`src/design/ubxtf_pkg.sv`:
```
// Shared constants and types of the UBX time frame parser.
`default_nettype none

package ubxtf_pkg;

  // Frame header bytes ahead of the length field
  localparam logic [7:0] UBX_SYNC1    = 8'hB5;
  localparam logic [7:0] UBX_SYNC2    = 8'h62;
  localparam logic [7:0] UBX_CLASS    = 8'h01;
  localparam logic [7:0] UBX_ID       = 8'h06;
  localparam int         UBX_HDR_LEN  = 6;

  // Payload offsets of the captured fields
  localparam int         TOW_OFF      = 0;
  localparam int         WEEK_OFF     = 8;

  // Result field widths
  localparam int         WEEK_W       = 16;
  localparam int         SECS_W       = 23;
  localparam int         TOW_W        = 32;

  // Divide by 1000: floor(x * RECIP / 2^38) is exact for every 32-bit x
  localparam int         RECIP_W      = 29;
  localparam logic [RECIP_W-1:0] MS_RECIP = 29'h10624DD3;
  localparam int         RECIP_SHIFT  = 38;
  localparam int         PROD_W       = TOW_W + RECIP_W;

  // Frame status codes
  localparam logic       STATUS_GOOD  = 1'b0;
  localparam logic       STATUS_BAD   = 1'b1;

  typedef logic [7:0]        byte_t;
  typedef logic [WEEK_W-1:0] week_t;
  typedef logic [SECS_W-1:0] secs_t;

endpackage

`default_nettype wire

```
`src/design/ubxtf_if.sv`:
```
// Valid/ready channels for received bytes and parsed frame results.
`default_nettype none

interface ubxtf_in_if;
  import ubxtf_pkg::*;
  logic  valid;
  logic  ready;
  byte_t rx_byte;

  modport source (output valid, output rx_byte, input ready);
  modport sink   (input valid, input rx_byte, output ready);
endinterface

interface ubxtf_out_if;
  import ubxtf_pkg::*;
  logic  valid;
  logic  ready;
  logic  frame_status;
  week_t gps_week;
  secs_t week_seconds;

  modport source (output valid, output frame_status, output gps_week,
                  output week_seconds, input ready);
  modport sink   (input valid, input frame_status, input gps_week,
                  input week_seconds, output ready);
endinterface

`default_nettype wire

```
`src/design/ubx_time_frame_parser_top.sv`:
```
// UBX NAV-SOL time frame parser: header hunt, Fletcher check, week and seconds.
// Throughput: one byte per clock; in_if.ready drops only when the second
//   checksum byte arrives while the previous result still sits unread.
// Latency: the result is valid the cycle after the second checksum byte.
// The divide by 1000 is a registered reciprocal multiply, settled long before
//   the frame ends. Synchronous active-low reset returns the parser to the
//   header hunt with cleared sums and an empty result register.
`default_nettype none

module ubx_time_frame_parser_top #(
  parameter int PAYLOAD_LEN = 52
) (
  input  wire logic    clk,
  input  wire logic    rst_n,
  ubxtf_in_if.sink     in_if,
  ubxtf_out_if.source  out_if
);
  import ubxtf_pkg::*;

  localparam int POS_CHK_A_I = UBX_HDR_LEN + PAYLOAD_LEN;
  localparam int POS_W       = $clog2(POS_CHK_A_I + 2);

  localparam logic [POS_W-1:0] POS_SUM0  = POS_W'(2);
  localparam logic [POS_W-1:0] POS_HDR   = POS_W'(UBX_HDR_LEN);
  localparam logic [POS_W-1:0] POS_TOW0  = POS_W'(UBX_HDR_LEN + TOW_OFF);
  localparam logic [POS_W-1:0] POS_TOW1  = POS_W'(UBX_HDR_LEN + TOW_OFF + 1);
  localparam logic [POS_W-1:0] POS_TOW2  = POS_W'(UBX_HDR_LEN + TOW_OFF + 2);
  localparam logic [POS_W-1:0] POS_TOW3  = POS_W'(UBX_HDR_LEN + TOW_OFF + 3);
  localparam logic [POS_W-1:0] POS_WK0   = POS_W'(UBX_HDR_LEN + WEEK_OFF);
  localparam logic [POS_W-1:0] POS_WK1   = POS_W'(UBX_HDR_LEN + WEEK_OFF + 1);
  localparam logic [POS_W-1:0] POS_CHK_A = POS_W'(POS_CHK_A_I);
  localparam logic [POS_W-1:0] POS_CHK_B = POS_W'(POS_CHK_A_I + 1);

  localparam logic [15:0] LEN16 = 16'(PAYLOAD_LEN);

  logic [POS_W-1:0]  pos_r, pos_nxt;
  byte_t             sum_a_r, sum_a_nxt;
  byte_t             sum_b_r, sum_b_nxt;
  byte_t             chk_a_r, chk_a_nxt;
  logic [TOW_W-1:0]  tow_r, tow_nxt;
  week_t             week_r, week_nxt;
  secs_t             secs_r;

  logic              out_valid_r, out_valid_nxt;
  logic              status_r, status_nxt;
  week_t             out_week_r, out_week_nxt;
  secs_t             out_secs_r, out_secs_nxt;

  logic              in_fire;
  byte_t             rx;
  byte_t             hdr_exp;
  byte_t             sum_a_add;
  byte_t             sum_b_add;
  logic              res_fire;
  logic              chk_good;
  logic [PROD_W-1:0] tow_prod;

  assign rx      = in_if.rx_byte;
  // Stall only a result-producing byte while the result register is full and not being read
  assign in_if.ready = !((pos_r == POS_CHK_B) && out_valid_r && !out_if.ready);
  assign in_fire = in_if.valid && in_if.ready;

  // Expected header byte at each hunt position
  always_comb begin
    unique case (pos_r[2:0])
      3'd0:    hdr_exp = UBX_SYNC1;
      3'd1:    hdr_exp = UBX_SYNC2;
      3'd2:    hdr_exp = UBX_CLASS;
      3'd3:    hdr_exp = UBX_ID;
      3'd4:    hdr_exp = LEN16[7:0];
      default: hdr_exp = LEN16[15:8];
    endcase
  end

  // Fletcher step on the incoming byte
  assign sum_a_add = sum_a_r + rx;
  assign sum_b_add = sum_b_r + sum_a_add;
  assign chk_good  = (chk_a_r == sum_a_r) && (rx == sum_b_r);

  // Frame walk: hunt, sum, capture, check
  always_comb begin
    pos_nxt   = pos_r;
    sum_a_nxt = sum_a_r;
    sum_b_nxt = sum_b_r;
    chk_a_nxt = chk_a_r;
    tow_nxt   = tow_r;
    week_nxt  = week_r;
    res_fire  = 1'b0;
    if (in_fire) begin
      if (pos_r < POS_HDR) begin
        if (rx != hdr_exp) begin
          pos_nxt   = '0;
          sum_a_nxt = '0;
          sum_b_nxt = '0;
        end else begin
          if (pos_r >= POS_SUM0) begin
            sum_a_nxt = sum_a_add;
            sum_b_nxt = sum_b_add;
          end
          pos_nxt = pos_r + 1'b1;
        end
      end else if (pos_r < POS_CHK_A) begin
        sum_a_nxt = sum_a_add;
        sum_b_nxt = sum_b_add;
        if (pos_r == POS_TOW0) tow_nxt[7:0]    = rx;
        if (pos_r == POS_TOW1) tow_nxt[15:8]   = rx;
        if (pos_r == POS_TOW2) tow_nxt[23:16]  = rx;
        if (pos_r == POS_TOW3) tow_nxt[31:24]  = rx;
        if (pos_r == POS_WK0)  week_nxt[7:0]   = rx;
        if (pos_r == POS_WK1)  week_nxt[15:8]  = rx;
        pos_nxt = pos_r + 1'b1;
      end else if (pos_r == POS_CHK_A) begin
        chk_a_nxt = rx;
        pos_nxt   = pos_r + 1'b1;
      end else begin
        res_fire  = 1'b1;
        pos_nxt   = '0;
        sum_a_nxt = '0;
        sum_b_nxt = '0;
      end
    end
  end

  // Load a result or drop it once taken
  always_comb begin
    out_valid_nxt = out_valid_r;
    status_nxt    = status_r;
    out_week_nxt  = out_week_r;
    out_secs_nxt  = out_secs_r;
    if (res_fire) begin
      out_valid_nxt = 1'b1;
      status_nxt    = chk_good ? STATUS_GOOD : STATUS_BAD;
      out_week_nxt  = chk_good ? week_r : '0;
      out_secs_nxt  = chk_good ? secs_r : '0;
    end else if (out_if.ready) begin
      out_valid_nxt = 1'b0;
    end
  end

  // Reciprocal multiply for the millisecond-to-second divide
  assign tow_prod = PROD_W'(tow_r) * PROD_W'(MS_RECIP);

  // Control state
  always_ff @(posedge clk) begin
    if (!rst_n) begin
      pos_r       <= '0;
      sum_a_r     <= '0;
      sum_b_r     <= '0;
      chk_a_r     <= '0;
      out_valid_r <= 1'b0;
    end else begin
      pos_r       <= pos_nxt;
      sum_a_r     <= sum_a_nxt;
      sum_b_r     <= sum_b_nxt;
      chk_a_r     <= chk_a_nxt;
      out_valid_r <= out_valid_nxt;
    end
  end

  // Payload captures and result fields
  always_ff @(posedge clk) begin
    tow_r      <= tow_nxt;
    week_r     <= week_nxt;
    secs_r     <= tow_prod[RECIP_SHIFT +: SECS_W];
    status_r   <= status_nxt;
    out_week_r <= out_week_nxt;
    out_secs_r <= out_secs_nxt;
  end

  assign out_if.valid        = out_valid_r;
  assign out_if.frame_status = status_r;
  assign out_if.gps_week     = out_week_r;
  assign out_if.week_seconds = out_secs_r;

  // Checks
  a_pos_range: assert property (@(posedge clk) disable iff (!rst_n)
    pos_r <= POS_CHK_B)
    else $error("frame position past second checksum byte");

  a_result_loads: assert property (@(posedge clk) disable iff (!rst_n)
    (in_fire && (pos_r == POS_CHK_B)) |=> (out_valid_r && (pos_r == '0)))
    else $error("second checksum byte did not load a result and rehunt");

  a_bad_zero: assert property (@(posedge clk) disable iff (!rst_n)
    (out_valid_r && (status_r == STATUS_BAD)) |->
      ((out_week_r == '0) && (out_secs_r == '0)))
    else $error("bad frame carries nonzero fields");

  a_no_overwrite: assert property (@(posedge clk) disable iff (!rst_n)
    (out_valid_r && !out_if.ready) |-> !res_fire)
    else $error("pending result overwritten");

endmodule

`default_nettype wire
```
`src/flat_wrapper.sv`:
```
// flat-port wrapper written by rule: the top's interface ports become plain ports
module ubx_time_frame_parser_top_flat import ubxtf_pkg::*;
#(
  parameter int PAYLOAD_LEN = 52
)
  (clk, rst_n, in_if_valid, in_if_rx_byte, in_if_ready, out_if_valid, out_if_frame_status, out_if_gps_week, out_if_week_seconds, out_if_ready);
  ubxtf_in_if in_if_i ();
  ubxtf_out_if out_if_i ();
  input  wire logic clk;
  input  wire logic rst_n;
  input wire logic [$bits(in_if_i.valid)-1:0] in_if_valid;
  input wire logic [$bits(in_if_i.rx_byte)-1:0] in_if_rx_byte;
  output wire logic [$bits(in_if_i.ready)-1:0] in_if_ready;
  output wire logic [$bits(out_if_i.valid)-1:0] out_if_valid;
  output wire logic [$bits(out_if_i.frame_status)-1:0] out_if_frame_status;
  output wire logic [$bits(out_if_i.gps_week)-1:0] out_if_gps_week;
  output wire logic [$bits(out_if_i.week_seconds)-1:0] out_if_week_seconds;
  input wire logic [$bits(out_if_i.ready)-1:0] out_if_ready;
  assign in_if_i.valid = in_if_valid;
  assign in_if_i.rx_byte = in_if_rx_byte;
  assign in_if_ready = in_if_i.ready;
  assign out_if_valid = out_if_i.valid;
  assign out_if_frame_status = out_if_i.frame_status;
  assign out_if_gps_week = out_if_i.gps_week;
  assign out_if_week_seconds = out_if_i.week_seconds;
  assign out_if_i.ready = out_if_ready;
  ubx_time_frame_parser_top #(.PAYLOAD_LEN(PAYLOAD_LEN)) u_core (.clk(clk), .rst_n(rst_n), .in_if(in_if_i), .out_if(out_if_i));
endmodule
```
`config.mk`:
```
export PLATFORM = sky130hd
export DESIGN_NAME = ubx_time_frame_parser_top_flat
export DESIGN_NICKNAME = d
export VERILOG_FILES = /design/src/design/ubxtf_pkg.sv /design/src/design/ubxtf_if.sv /design/src/design/ubx_time_frame_parser_top.sv /design/src/flat_wrapper.sv
export SDC_FILE = /design/constraint.sdc
export NUM_CORES = 1
export LEC_CHECK = 0
export BUFFER_PORTS_ARGS = -buffer_cell sky130_fd_sc_hd__buf_2
export CORE_ASPECT_RATIO = 0.75
export CORE_MARGIN = 2
export CORE_UTILIZATION = 61
export CTS_CLUSTER_SIZE = 28
export DETAILED_ROUTE_END_ITERATION = 8
export GPL_ROUTABILITY_DRIVEN = 0
export HOLD_SLACK_MARGIN = 0.08
export PLACE_DENSITY = 0.81
export SETUP_SLACK_MARGIN = 0.3
export SYNTH_ARGS = -nofsm -noshare
export SYNTH_HDL_FRONTEND = slang
export SYNTH_SLANG_ARGS = --single-unit
```
`constraint.sdc`:
```
create_clock -name clk -period 10.1 [get_ports clk]
set_input_delay 0.505 -clock clk [delete_from_list [all_inputs] [get_ports clk]]
set_output_delay 0.505 -clock clk [all_outputs]
set_load 0.005 [all_outputs]
```
# After elaboration in Yosys (flattened, before gate mapping)
# Index checks and enable logic that the tools add are counted.
# classes
multipliers	1
n_bitwise	2
add_sub_neg	3
mux	21
order_cmp	3
div	0
eq_ne	17
n_reduce_logical	16
shifts	0
# ops
op	n
$mux W8	9
$mul A32 B29 Y61 const B	1
$pmux W8 S5	1
$reduce_and A4 Y1	7
$eq A6 B4 Y1 const B	4
$mux W6	4
$add A8 B8 Y8	2
$eq A8 B8 Y1	2
$eq A6 B3 Y1 const B	2
$eq A6 B6 Y1 const B	2
$ne A8 B8 Y1	1
$mux W1	7
$add A6 B1 Y6 const B	1
$eq A3 B2 Y1 const B	2
$ge A6 B2 Y1 const B	1
$lt A6 B3 Y1 const B	1
$lt A6 B6 Y1 const B	1
$logic_and A1 B1 Y1	4
$eq A3 B1 Y1 const B	1
$eq A3 B3 Y1 const B	1
$logic_not A3 Y1	1
$ne A3 B1 Y1 const B	1
$ne A3 B3 Y1 const B	1
$reduce_and A3 Y1	1
3 further kinds	5
# word_totals
mem_bits_rw	0
reg_bits	142
in_bits	12
latchBits	0
memories	0
romBits	0

# Depth between registers and ports, before layout
# Gate-level depths: netlist of the first run.
# depth
depth_word	7
depth_mapped	25
depth_no_buf	25

# Least setup slack after synthesis of the first run
# OpenSTA, ideal clock, no wires.
# synth_timing
kind	flip-flop to flip-flop
start	register u_core.tow_r[16]
end	register u_core.secs_r[22]
t_required_ps	9980
n_path_buf	0
synth_period_minus_slack_ps	6702
t_arrival_ps	6582
path_stages_with_launch	24
path_slack_ps	3398
path_cell_list	edfxtp_1 > ha_1 > fa_1 > fa_1 > inv_1 > fa_1 > inv_1 > fa_1 > fa_1 > fa_1 > inv_1 > fa_1 > inv_1 > ha_1 > a21o_1 > a311oi_1 > nor2_1 > o311a_1 > a311oi_4 > o311ai_4 > a31oi_2 > or3b_1 > a31oi_1 > or2_1
# synth_via
elab_chain_len	1
# synth_rtl
element	line	rtl
from (decl)	ubx_time_frame_parser_top.sv:40	logic [TOW_W-1:0] tow_r, tow_nxt;
from (signal assigned)	ubx_time_frame_parser_top.sv:162	tow_r <= tow_nxt;
$mul A32 B29 Y61	ubx_time_frame_parser_top.sv:141	assign tow_prod = PROD_W'(tow_r) * PROD_W'(MS_RECIP);
net u_core.tow_prod[60]	ubx_time_frame_parser_top.sv:56	logic [PROD_W-1:0] tow_prod;
to (signal assigned)	ubx_time_frame_parser_top.sv:164	secs_r <= tow_prod[RECIP_SHIFT +: SECS_W];
to (decl)	ubx_time_frame_parser_top.sv:42	secs_t secs_r;
# The timed path passes the listed nets, and every way through them passes these cells.
# A chain may end at the register's enable or synchronous reset.

# Final worst setup path of the first run
# layout_timing
start	register u_core.tow_r[22]
end	register u_core.secs_r[21]
# Same word-level chain as after synthesis.

==> results.cfg, run 1 <==
[floorplanning]
row_count = 57
io_pins = 54
fp.dieW_um = 213
core_area_um2 = 32200
fp.dieH_um = 160
start_util_pct = 61.7
dieArea_um2 = 34100

[clocking]
path_clk_slew_ns = 0.08
htreeDepth = 4
clk_latency_ns = 0.45
post-cts-setup-buffers = 0
clockBufferDepth = 2
cts_sinks = 142
tritoncts = built
cts_root_buf = clkbuf_16
ctsResizeCount = 0
ctsHoldBuffers = 0
numCtsBuffers = 17

[yosys]
synth_top_area_share_pct = 30.2
synth_edf_count = 88
syn-num-nets = 2593
yosys_register_bits = 142
synthXorXnorAreaFrac_pct = 2.11
synth-simple-area-share_pct = 6.26
synth-adder-area-share_pct = 55.8
syn_area_um2 = 19900
synth-compound-area-share_pct = 6.16
synth_top_area_cell = fa_1
synth_top_family_by_area = adder cells
synth_flop_cell = edfxtp_1
ys_seq_area_share_pct = 18.7
synth_cell_types = 66
yosys_warnings = 0
synth_area_leaders = fa_1, ha_1, edfxtp_1
syn_avg_cell_area_um2 = 10.6
async_flop_share_pct = 0
synthCells = 1874
synthMuxAreaShare_pct = 0.403

[grt]
grt_pass1_wl_um = 75500
grt_overflow = 0
grt_max_degree = 42
grt_usage_pct = 29.2
antenna_found_initial = 0
grt_pass1_vias = 14363

[status]
outcome = finished, final reports clean

[routing]
drt_iter0_markers = 1032
routedWlPerCell_um = 19.5
first_pass_iters = 8
viasPerCell = 5.58
ant_nets = 0
routed_wl_um = 46600
route.detailed.drc = 0
vias = 13303

[timing]
setup_slack_ns = 2.46
drv_slew = 0
tns_ns = 0
max_freq_ghz = 0.131
grt_setup_unrepaired = no
tightest_slew_ns = 1.19
timing.final.crit_period_ns = 7.64
finClkSkew_ns = 0.0190
setup_viol = 0
timing.final.crit_share_pct = 75.6
maxSlewHeadroom_pct = 20.9
hold_viol = 0

[critical_path]
cp.required_ns = 10.44
worst-setup-path-type = reg -> reg
crit_path_end_kind = register
crit_arrival_ns = 7.97
path_buf_inv = 6
cp-start-kind = register
crit_top_cell = fa_1
cp_max_fo = 10
crit_slowest_cell = edfxtp_1
slowest_delay_ns = 0.78
path_delay_family = adder cells

[hold_path]
hold_path.class = in -> reg

[placement]
dpl.hpwl_um = 38200
post-place-ws_ns = 2.56
place.port_buffers = 53

[finish]
areaGrowthSynthToFinish_pct = 6.94
drive_gt1_share_pct = 5.20
final_nets = 2649

[power_and_ir_drop]
peakVddDrop_mv = 0.141
p_per_area_nw_per_um2 = 60.8
p_leak_nw = 11.1

[run]
drv_cap = 0
## cell usage after synthesis (2+ instances only)
cell type and count:
and4_1 2, xnor2_1 40, o21ai_0 27, o311a_1 2, o31a_1 3, clkbuf_1 17
o22ai_1 4, o31ai_1 2, a2111oi_0 2, a211oi_1 5, fa_1 300, nand2_1 34
nand3_1 16, nor2_1 29, nor3_1 17, o211ai_1 2, xor2_1 8, edfxtp_1 88
and2_1 51, dfxtp_1 54, nor4_1 3, a21o_1 30, a31oi_1 5, nand4_1 13
a21boi_0 2, or4_1 2, nor3b_1 11, nor2b_1 30, nand2b_1 5, a21oi_1 68
and3_1 5, o21a_1 3, inv_1 539, o21ai_1 2, buf_2 2, mux2i_1 8
o221ai_1 2, ha_1 407, o311ai_0 2, o21bai_1 6
## flip-flops by register name, indices dropped and copies added (netlist names)
| name | flops |
|---|---|
| u_core.week_r | 16 |
| u_core.secs_r | 23 |
| u_core.tow_r | 32 |
| u_core.out_if.week_seconds | 23 |
| u_core.chk_a_r | 8 |
| u_core.pos_r | 6 |
| u_core.sum_a_r | 8 |
| u_core.out_if.gps_week | 16 |
| u_core.sum_b_r | 8 |
| u_core.out_if.valid | 1 |
| u_core.out_if.frame_status | 1 |
## report_power, final
group,leakage (nW),internal [mW],switching (mW)
clock network,0.297,0.354,0.298
registers,1.24,0.612,0.000138
logic,9.55,0.00997,0.0201
## area by class of cell
class,count,area [um2]
multi-input cells,1173,14100
inverters,540,2030
well taps,442,553
fillers,2399,11000
clock inverters,13,120
clock buffers,19,475
flip-flops and latches,142,3720
repair buffers,56,288
diodes,1,2.50
## cells by family after synthesis
| logic type | after synthesis |
|---|---|
| mux | 8 |
| xor+xnor | 48 |
| fa+ha+maj | 707 |
| simple gates | 225 |
| flops | 142 |
| compound gates | 185 |
| buf+inv | 559 |
## cells in the final DEF (no fill, tap or decap), types with 6 or more instances in the layout
| cell | n |
|---|---|
| fa_1 | 300 |
| xnor2_1 | 40 |
| o21bai_1 | 6 |
| and2_1 | 51 |
| xor2_1 | 8 |
| nor3_1 | 16 |
| buf_2 | 53 |
| nor3b_1 | 11 |
| ha_1 | 407 |
| mux2i_1 | 8 |
| nand3_1 | 16 |
| nand4_1 | 13 |
| nor2_1 | 29 |
| a21o_1 | 30 |
| o21ai_0 | 27 |
| edfxtp_1 | 88 |
| a21oi_1 | 68 |
| nor2b_1 | 30 |
| dfxtp_1 | 54 |
| inv_1 | 540 |
| nand2_1 | 34 |
| clkbuf_16 | 19 |
## path summary, 6_finish.rpt
check | from | to | slack, ns | cells after the start
max | u_core.tow_r[22] | u_core.secs_r[21] | 2.46 | 25
min | out_if_ready | u_core.out_if.valid | 0.41 | 3
min reg2reg | u_core.secs_r[5] | u_core.out_if.week_seconds[5] | 0.50 | 1
max reg2reg | u_core.tow_r[22] | u_core.secs_r[21] | 2.46 | 25
## stage by stage
step	cells	hold WS (ns)	total power [mW]	area, um2	util, %
global route	2385	0.410	1.33	21300	66.0
global placement	2353	0.486	0.653	20700	64.1
detailed placement	2353	0.489	0.654	20700	64.1
floorplan	1874	0.482	0.641	19900	-
CTS	2385	0.386	1.30	21300	66.0
finish	2386	0.408	1.29	21300	66.0
## metal layers
metal | up-vias | part of all wire (%) | track usage (%)
li1 | 6089 | - | -
met1 | 6564 | 44 | 41.2
met2 | 538 | 44 | 43.8
met3 | 112 | 9.2 | 7.72
met4 | 0 | 3.1 | 10.2
met5 | - | 0 | 0
## worst register-to-register path, delay by kind of cell, from the launching register on
family,cells,cell delay (ns)
adder cells (fa/ha/maj),9,4.18
AO/OA/AOI/OAI,5,1.11
flip-flops,1,0.78
buffers and inverters,6,0.30
AND/OR/NAND/NOR,5,1.17
No activity file was read; power rests on OpenSTA's default activity.
==> inputs of run 2 (changes only) <==
- CORE_UTILIZATION: 61 -> 59
- PLACE_DENSITY: 0.81 -> 0.82
- clock period: 10.1 -> 6.57 ns (I/O delays scaled with it)
==> run 2 against run 1 <==
The run now ends with setup timing left. Clock skew hardly changed. Fmax increased by 5.6%. Routed wire length is 30% higher. Non-clock buffer count rose by 231. Final area grew 12%. Core utilization up 5.5 points. Global-route usage grew 5.6 points. Sequential share of layout area decreased by 1.9 points. Clock-buffer cell count is 2 lower. Die area is 3.3% higher. Clock power up 60%. Critical path depth rose by 1.
==> results.cfg, run 2 (synthesis results as in run 1) <==
[status]
violations = setup timing
outcome = finished, violations left

[clocking]
cts_sinks = 142
clk_latency_ns = 0.46
path_clk_slew_ns = 0.07
numCtsBuffers = 17
clockBufferDepth = 2
htreeDepth = 4
tritoncts = built
cts_root_buf = clkbuf_16

[finish]
areaGrowthSynthToFinish_pct = 20.0
final_cell_mix = inv_1, ha_1, fa_1
fillers = 2006
seq_area_um2 = 3720
largest-register = u_core.tow_r
drive_gt1_share_pct = 21.0
multi_input_area_um2 = 14900
final_common_cell = inv_1
final_nets = 2880
n_antenna_cell = 0
largest_register_ffs = 32

[grt]
grt_use_met1_pct = 43.5
grt_usage_pct = 34.8
grt_pass1_vias = 16837
met3_usage_pct = 7.65
grt_pass1_wl_um = 92000
antenna_found_initial = 0
grt_max_degree = 42
grt_util_met2_pct = 57.0
grt_overflow = 0
grt.busiest_layer = met2

[critical_path]
path_buf_inv = 7
crit_slowest_cell = fa_2
crit_arrival_ns = 7.63
slowest_delay_ns = 0.59
reg2reg_setup_slack_ns = -0.66
worst-setup-path-type = reg -> reg
cp.required_ns = 6.97
crit_top_cell = fa_1
path_delay_family = adder cells
cp_max_fo = 4
cp-start-kind = register
crit_path_end_kind = register

[floorplanning]
fp.dieW_um = 216
start_util_pct = 59.6
io_pins = 54
core_area_um2 = 33400
dieArea_um2 = 35200
fp.dieH_um = 163
row_count = 58

[routing]
viasPerCell = 5.87
drt_iter0_markers = 1614
routed_wl_um = 60700
vias = 15415
route.detailed.drc = 0
first_pass_iters = 5
routedWlPerCell_um = 23.1
ant_nets = 0

[timing]
hold_viol = 0
maxSlewHeadroom_pct = 19.0
timing.final.crit_share_pct = 110
tightest_slew_ns = 1.22
grt_setup_unrepaired = yes
holdWs_ns = 0.218
setup_viol = 22
timing.final.crit_period_ns = 7.23
setup_slack_ns = -0.660
drv_slew = 0
tns_ns = -8.79
finClkSkew_ns = 0.0193
max_freq_ghz = 0.138

[hold_path]
hold_path.class = in -> reg

[power_and_ir_drop]
peakVddDrop_mv = 0.190
p_per_area_nw_per_um2 = 84.9
p_leak_nw = 12.3

[run]
drv_cap = 0

[placement]
place.port_buffers = 53
dpl.hpwl_um = 42500
post-place-ws_ns = -0.659
[run 2: changes by cell type in the layout (fill, tap and decap cells not counted), sizes merged]
cell / delta
diode: -1
bufinv: +2
buf: +231
inv: -2
clkinvlp: +3
clkbuf: -2
clkinv: -1
[run 2: layout make-up]
| class | count | share of cell area [%] |
|---|---|---|
| Inverter | 540 | 8.49 |
| Multi-Input combinational cell | 1173 | 62.2 |
| Tap cell | 450 | 2.36 |
| Clock inverter | 15 | 0.728 |
| Timing Repair Buffer | 287 | 8.85 |
| Clock buffer | 17 | 1.78 |
| Sequential cell | 142 | 15.6 |
[run 2: repair_timing]
item                                    4_1_cts  5_1_grt
gates resized for setup                     104       49
hold buffers                                  0        0
endpoints found under the setup margin       23       23
setup buffers                                48       16
gates cloned                                  0        0
pin swaps                                    59       34
hold endpoints to repair                      0        0
[run 2: metrics by stage]
stage          cell area, um2  utilization, %  cells  total power, mW
6_report                23900            71.5   2624             2.03
5_1_grt                 23900            71.5   2624             2.06
4_1_cts                 23600            70.6   2608             2.02
3_5_place_dp            22100            66.1   2528             1.01
3_3_place_gp            22100            66.1   2528             1.00
2_1_floorplan           20000               -   1874            0.986
[run 2: per-layer routing]
layer	up-vias	part of all wire, %
met4	0	6.2
met2	1017	46
met5	-	0
met3	297	11
li1	6544	-
met1	7557	37
[run 2: report_power, final]
part           total [mW]  internal (mW)  switching, mW
combinational      0.0476         0.0154         0.0322
sequential          0.940          0.940       0.000215
clock                1.04          0.571          0.468
[run 2: tightest hold or removal path, delay by kind of cell]
family | cells | cell delay, ns
AO/OA/AOI/OAI | 1 | 0.17
AND/OR/NAND/NOR | 1 | 0.05
buffers and inverters | 1 | 0.08
[run 2: worst paths after layout]
path / from / to / depth (start not counted)
setup / recovery: u_core.tow_r[22] / u_core.secs_r[22] / 26
hold / removal: out_if_ready / u_core.out_if.valid / 3
setup reg to reg: u_core.tow_r[22] / u_core.secs_r[22] / 26
hold reg to reg: u_core.secs_r[6] / u_core.out_if.week_seconds[6] / 1
